### src/rtl/ovl_pkg.sv
`default_nettype none

package ovl_pkg;

	localparam int CAPACITY    = 16;
	localparam int VALUE_WIDTH = 32;
	localparam int CNT_W       = $clog2(CAPACITY + 1);
	localparam int IDX_W       = (CAPACITY > 1) ? $clog2(CAPACITY) : 1;

	localparam int FUNC_W   = 2;
	localparam int KEY_W    = 32;
	localparam int STATUS_W = 2;
	localparam int POS_W    = 4;
	localparam int COUNT_W  = 5;

	typedef enum logic [FUNC_W-1:0] {
		FN_APPEND = 2'd0,
		FN_ERASE  = 2'd1,
		FN_SEARCH = 2'd2,
		FN_CHANGE = 2'd3
	} func_t;

	typedef enum logic [STATUS_W-1:0] {
		ST_DONE     = 2'd0,
		ST_EMPTY    = 2'd1,
		ST_NOTFOUND = 2'd2,
		ST_FULL     = 2'd3
	} status_t;

	typedef struct packed {
		logic                   append;
		logic                   erase;
		logic                   change;
		logic [VALUE_WIDTH-1:0] key;
		logic [VALUE_WIDTH-1:0] rep;
	} cell_ctrl_t;

endpackage

`default_nettype wire

### src/rtl/ordered_value_list_core.sv
// The result register decouples out; a result is valid in the cycle after its
// request is accepted. Throughput: one request per cycle while out_ready takes
// each result; all cells compare with the key and shift in the same cycle.
// Reset: occupancy and result valid clear asynchronously; the entry cells
// hold no reset value and are read only once written.
`default_nettype none

module ordered_value_list_core (
	input  wire logic                            clk,
	input  wire logic                            arst_n,
	input  wire logic                            in_valid,
	output logic                                 in_ready,
	input  wire logic [ovl_pkg::FUNC_W-1:0]      func,
	input  wire logic [ovl_pkg::KEY_W-1:0]       key_value,
	input  wire logic [ovl_pkg::KEY_W-1:0]       replacement,
	output logic                                 out_valid,
	input  wire logic                            out_ready,
	output logic      [ovl_pkg::STATUS_W-1:0]    status,
	output logic      [ovl_pkg::POS_W-1:0]       position,
	output logic      [ovl_pkg::COUNT_W-1:0]     entry_count
);

	localparam int CAP     = ovl_pkg::CAPACITY;
	localparam int CNT_W   = ovl_pkg::CNT_W;
	localparam int IDX_W   = ovl_pkg::IDX_W;
	localparam int VW      = ovl_pkg::VALUE_WIDTH;
	localparam int POS_W   = ovl_pkg::POS_W;
	localparam int COUNT_W = ovl_pkg::COUNT_W;

	logic                    req;
	ovl_pkg::func_t          fn;
	logic [CNT_W-1:0]        count_q;
	logic [CNT_W-1:0]        count_next;
	logic                    full;
	logic                    any_hit;
	logic [CAP:0]            hit_chain;
	logic [CAP-1:0]          first_hit;
	logic [VW-1:0]           cell_value [CAP];
	logic [IDX_W-1:0]        hit_idx;
	ovl_pkg::cell_ctrl_t     ctrl;
	ovl_pkg::status_t        status_d;
	logic [IDX_W-1:0]        pos_d;
	logic                    out_valid_q;
	ovl_pkg::status_t        status_q;
	logic [POS_W-1:0]        pos_q;

	assign in_ready  = !out_valid_q || out_ready;
	assign req       = in_valid && in_ready;
	assign fn        = ovl_pkg::func_t'(func);
	assign full      = (count_q >= CNT_W'(CAP));
	assign any_hit   = hit_chain[CAP];
	assign hit_chain[0] = 1'b0;

	assign ctrl.append = req && (fn == ovl_pkg::FN_APPEND) && !full;
	assign ctrl.erase  = req && (fn == ovl_pkg::FN_ERASE) && any_hit;
	assign ctrl.change = req && (fn == ovl_pkg::FN_CHANGE) && any_hit;
	assign ctrl.key    = key_value[VW-1:0];
	assign ctrl.rep    = replacement[VW-1:0];

	for (genvar g = 0; g < CAP; g++) begin : g_cell
		logic [VW-1:0] nxt;
		if (g == CAP - 1) begin : g_last
			assign nxt = '0;
		end else begin : g_mid
			assign nxt = cell_value[g+1];
		end
		ovl_cell u_cell (
			.clk        (clk),
			.ctrl       (ctrl),
			.live       (CNT_W'(g) < count_q),
			.tail       (CNT_W'(g) == count_q),
			.prior_hit  (hit_chain[g]),
			.next_value (nxt),
			.value      (cell_value[g]),
			.hit_out    (hit_chain[g+1]),
			.first_hit  (first_hit[g])
		);
	end

	always_comb begin
		hit_idx = '0;
		for (int i = 0; i < CAP; i++) begin
			if (first_hit[i]) begin
				hit_idx = hit_idx | IDX_W'(i);
			end
		end
	end

	always_comb begin
		status_d   = ovl_pkg::ST_DONE;
		pos_d      = '0;
		count_next = count_q;
		case (fn)
			ovl_pkg::FN_APPEND: begin
				if (full) begin
					status_d = ovl_pkg::ST_FULL;
				end else begin
					pos_d      = count_q[IDX_W-1:0];
					count_next = count_q + CNT_W'(1);
				end
			end
			default: begin
				if (count_q == '0) begin
					status_d = ovl_pkg::ST_EMPTY;
				end else if (!any_hit) begin
					status_d = ovl_pkg::ST_NOTFOUND;
				end else begin
					pos_d = hit_idx;
					if (fn == ovl_pkg::FN_ERASE) begin
						count_next = count_q - CNT_W'(1);
					end
				end
			end
		endcase
	end

	always_ff @(posedge clk or negedge arst_n) begin
		if (!arst_n) begin
			count_q     <= '0;
			out_valid_q <= 1'b0;
		end else begin
			if (req) begin
				count_q     <= count_next;
				out_valid_q <= 1'b1;
			end else if (out_ready) begin
				out_valid_q <= 1'b0;
			end
		end
	end

	always_ff @(posedge clk) begin
		if (req) begin
			status_q <= status_d;
			pos_q    <= POS_W'(pos_d);
		end
	end

	assign out_valid   = out_valid_q;
	assign status      = status_q;
	assign position    = pos_q;
	assign entry_count = COUNT_W'(count_q);

	a_count_bound: assert property (@(posedge clk) disable iff (!arst_n)
		count_q <= CNT_W'(CAP))
		else $error("occupancy above capacity");

	a_single_first: assert property (@(posedge clk) disable iff (!arst_n)
		$onehot0(first_hit))
		else $error("more than one first match");

	a_full_hold: assert property (@(posedge clk) disable iff (!arst_n)
		req && (fn == ovl_pkg::FN_APPEND) && full |=> count_q == $past(count_q))
		else $error("append to full list changed occupancy");

	a_pos_zero: assert property (@(posedge clk) disable iff (!arst_n)
		out_valid_q && (status_q != ovl_pkg::ST_DONE) |-> pos_q == '0)
		else $error("nonzero position on failed request");

	a_hit_live: assert property (@(posedge clk) disable iff (!arst_n)
		(count_q == '0) |-> !any_hit)
		else $error("match reported in empty list");

endmodule

`default_nettype wire

### src/rtl/ovl_cell.sv
`default_nettype none

module ovl_cell (
	input  wire logic                           clk,
	input  wire ovl_pkg::cell_ctrl_t            ctrl,
	input  wire logic                           live,
	input  wire logic                           tail,
	input  wire logic                           prior_hit,
	input  wire logic [ovl_pkg::VALUE_WIDTH-1:0] next_value,
	output logic      [ovl_pkg::VALUE_WIDTH-1:0] value,
	output logic                                hit_out,
	output logic                                first_hit
);

	logic [ovl_pkg::VALUE_WIDTH-1:0] value_q;
	logic                            eq;

	assign eq        = live && (value_q == ctrl.key);
	assign first_hit = eq && !prior_hit;
	assign hit_out   = prior_hit || eq;
	assign value     = value_q;

	// take the key at the tail, shift down behind an erased entry, or overwrite
	always_ff @(posedge clk) begin
		if (ctrl.append && tail) begin
			value_q <= ctrl.key;
		end else if (ctrl.erase && live && hit_out) begin
			value_q <= next_value;
		end else if (ctrl.change && first_hit) begin
			value_q <= ctrl.rep;
		end
	end

endmodule

`default_nettype wire
### config.mk
export PLATFORM = sky130hd
export DESIGN_NAME = ordered_value_list_core
export DESIGN_NICKNAME = d
export VERILOG_FILES = /design/src/rtl/ovl_pkg.sv /design/src/rtl/ordered_value_list_core.sv /design/src/rtl/ovl_cell.sv
export SDC_FILE = /design/constraint.sdc
export NUM_CORES = 2
export LEC_CHECK = 0
export BUFFER_PORTS_ARGS = -buffer_cell sky130_fd_sc_hd__buf_4
export CAP_MARGIN = 10
export CORE_AREA = 2 2 314 316
export CTS_BUF_LIST = sky130_fd_sc_hd__clkbuf_4
export DETAILED_ROUTE_END_ITERATION = 7
export DIE_AREA = 0 0 316 318
export GPL_ROUTABILITY_DRIVEN = 0
export HOLD_SLACK_MARGIN = 0.03
export RECOVER_POWER = 100
export SYNTH_ARGS = -nofsm -noshare
export SYNTH_HDL_FRONTEND = slang
export SYNTH_SLANG_ARGS = --single-unit
### constraint.sdc
create_clock -name clk -period 7.8 [get_ports clk]
set_clock_uncertainty 0.2 [all_clocks]
set_input_delay 0.78 -clock clk [delete_from_list [all_inputs] [get_ports clk]]
set_output_delay 0.78 -clock clk [all_outputs]
set_load 0.01 [all_outputs]
==> impl_metrics.tcl <==
set metrics [dict create \
    status "finished, violations left" \
    violations "DRC, capacitance limit, slew limit" \
    register_area_sq_mm 0.0157 \
    nFillCells 9653 \
    relSlewSlack_pct -80.8 \
    via_per_inst 5.67 \
    postCtsResizedCells 0 \
    initial_core_util_pct 34.6 \
    drt_pass1_iterations 8 \
    grt_overflow_total 0 \
    cts-root-buf "clkbuf_4" \
    wirelength_mm 132 \
    grt_setup_unrepaired "false" \
    critPathBufInv 1 \
    cp-start-kind "flop" \
    synth_ff_type "edfxtp_1" \
    grt_usage_pct 25.6 \
    path_clk_slew_ns 0.07 \
    ioPinCount 83 \
    num_vias 26254 \
    multi_input_area_sq_mm 0.0165 \
    instances_no_fill 4631 \
    finalSetupViolations 0 \
    worstSetupEndpointType "flop" \
    critical_path_class "reg -> reg" \
    rows 115 \
    cts_hold_buf 4 \
    syn_to_final_growth_pct 9.06 \
    arrival_ns 6.55 \
    grt_antenna_before_repair 2 \
    grt_pass1_wl_mm 183 \
    worst_pin_slew_ns 2.71 \
    place_inst 4365 \
    required_ns 8.20 \
    crit_slowest_cell "clkbuf_1" \
    ant_nets 0 \
    synthCells 3272 \
    ys_seq_elements 524 \
    rrSetupSlack_ns 1.65 \
    drtIter0Drc 3259 \
    die_x_um 316 \
    cp_max_fo 32 \
    ys_types 60 \
    final_common_cell "edfxtp_1" \
    async_reset_ff_share_pct 1.15 \
    fmax_ghz 0.163 \
    fp.dieArea_sq_mm 0.100 \
    syn_area_per_cell_sq_um 10.3 \
    hold_violations 0 \
    portBuffers 82 \
    fin_tns_setup_ns 0 \
    peakVddDrop_v 0.000121 \
    core_region_area_sq_mm 0.0974 \
    post-dp-hpwl_mm 82.2 \
    hold_class "in -> reg" \
    cts_buffers 149 \
    cts.sinks 524 \
    first_global_vias 25095 \
    final_cell_mix "edfxtp_1, mux2i_1, nor2_1" \
    p_leak_nw 13.2 \
    grt_max_degree 66 \
    nets 3309 \
    worstSkewPairLatency_ns 1.04 \
    synth.net_count 3347 \
    cts_tree "built" \
    syn_area_sq_mm 0.0337 \
    postCtsSetupBuffers 0 \
    dieHeight_um 318 \
    ys_warn_count 0 \
    drc 1 \
    drive_gt1_share_pct 11.9 \
    htreeDepth 4 \
    clockBufferDepth 3 \
    post-route-period-util_pct 78.8 \
    power.density_mw_per_mm2 188 \
    crit_path_cell_trace "clkbuf_1 -> nor2_1 -> nor2_1 -> nand3_1 -> nor4_1 -> a2111oi_0 -> nand4_1 -> nand2b_1 -> nand2_1 -> o21ai_4" \
    drv_slew 123 \
    synth_edf_count 518 \
    critPathMaxStageDelay_ns 1.33 \
    finalCriticalPeriod_ns 6.15 \
    cp_common_cell "nor2_1" \
    synth_seq_area_share_pct 46.6 \
    wl_per_cell_um 28.4 \
    cap_violations 4 \
    path_delay_family "simple AND/OR/NAND/NOR gates" \
]
metal layers:
metal	GRT usage [%]	up-vias	routed length, um
li1	-	11675	-
met1	31.5	12551	49200
met2	39.6	1619	59200
met3	5.16	409	12400
met4	18.9	0	10900
met5	0	-	0
cell families after synthesis:
family | count (synthesis) | share of synthesized area [%]
buf+inv | 338 | 5.06
fa+ha+maj | 5 | 0.185
compound gates | 571 | 9.16
mux | 480 | 14.2
simple gates | 837 | 11.4
xor+xnor | 517 | 13.4
flops | 524 | 46.6
registers in the layout, summed over array words and instances, names as in the netlist:
register	cells
entry_count	5
g_cell.u_cell.value	512
out_valid	1
position	4
status	2
worst reg2reg max path, cell delays in order, from the launching register on:
cell and delay [ns]:
dfrtp_1 0.32, clkbuf_1 1.33, nor2_1 0.41, nor2_1 0.27
nand3_1 0.12, nor4_1 0.71, a2111oi_0 0.27, nand4_1 0.24
nand2b_1 0.35, nand2_1 0.53, o21ai_4 1.02
cell usage after synthesis, drive strengths merged (6+ instances only):
master	count	share of area [%]
o21ai	178	2.7
nand4	74	1.4
edfxtp	518	46
mux2i	480	14
nor3	28	0.46
buf	178	3.3
nand2	207	2.3
nand2b	6	0.13
a22o	32	0.83
xnor2	254	6.6
and3	9	0.17
inv	6	0.067
clkbuf	154	1.7
nand3	44	0.65
nand3b	6	0.13
nor2	355	4.0
dfrtp	6	0.45
xor2	263	6.8
nor4	79	1.5
a21oi	337	5.0
per-stage QoR:
| step | power, mW | hold WS [ns] | worst slack (ns) | utilization, % | instance area [sq um] |
|---|---|---|---|---|---|
| CTS | 6.92 | 0.0530 | 2.68 | 37.9 | 36900 |
| global placement | 4.28 | 0.320 | 2.23 | 35.9 | 35000 |
| global route | 7.12 | 0.0982 | 1.42 | 37.8 | 36800 |
| finish | 6.91 | 0.162 | 1.65 | 37.8 | 36800 |
| floorplan | 3.86 | 0.284 | 1.83 | - | 33700 |
| detailed placement | 4.29 | 0.327 | 2.14 | 35.9 | 35000 |
cell type report:
class	count	area share, %
timing repair buffer	143	2.80
clock buffer	226	4.61
clock inverter	33	0.507
sequential	524	42.7
tap	1287	4.38
antenna	2	0.0136
inverter	6	0.0612
multi-input combinational	2410	44.9
report_power, final:
group / leakage, nW / switching, mW / internal, mW
clock: 1.13 / 1.28 / 1.38
sequential: 4.73 / 0.0937 / 3.15
combinational: 7.33 / 0.716 / 0.293
total: 13.2 / 2.08 / 4.82
path summary, 6_finish.rpt:
| path | start | endpoint | depth (start not counted) |
|---|---|---|---|
| worst max-delay path | entry_count[4]$_DFFE_PN0P_ | g_cell[5].u_cell.value[25]$_DFFE_PP_ | 10 |
| min in group asynchronous | arst_n | entry_count[0]$_DFFE_PN0P_ | 3 |
| worst min register to register | g_cell[7].u_cell.value[16]$_DFFE_PP_ | g_cell[6].u_cell.value[16]$_DFFE_PP_ | 2 |
| worst max register to register | entry_count[4]$_DFFE_PN0P_ | g_cell[5].u_cell.value[25]$_DFFE_PP_ | 10 |
| max in group asynchronous | arst_n | out_valid$_DFFE_PN0P_ | 3 |
| worst min-delay path | replacement[16] | g_cell[15].u_cell.value[16]$_DFFE_PP_ | 2 |
(Power assumes the default switching activity.)
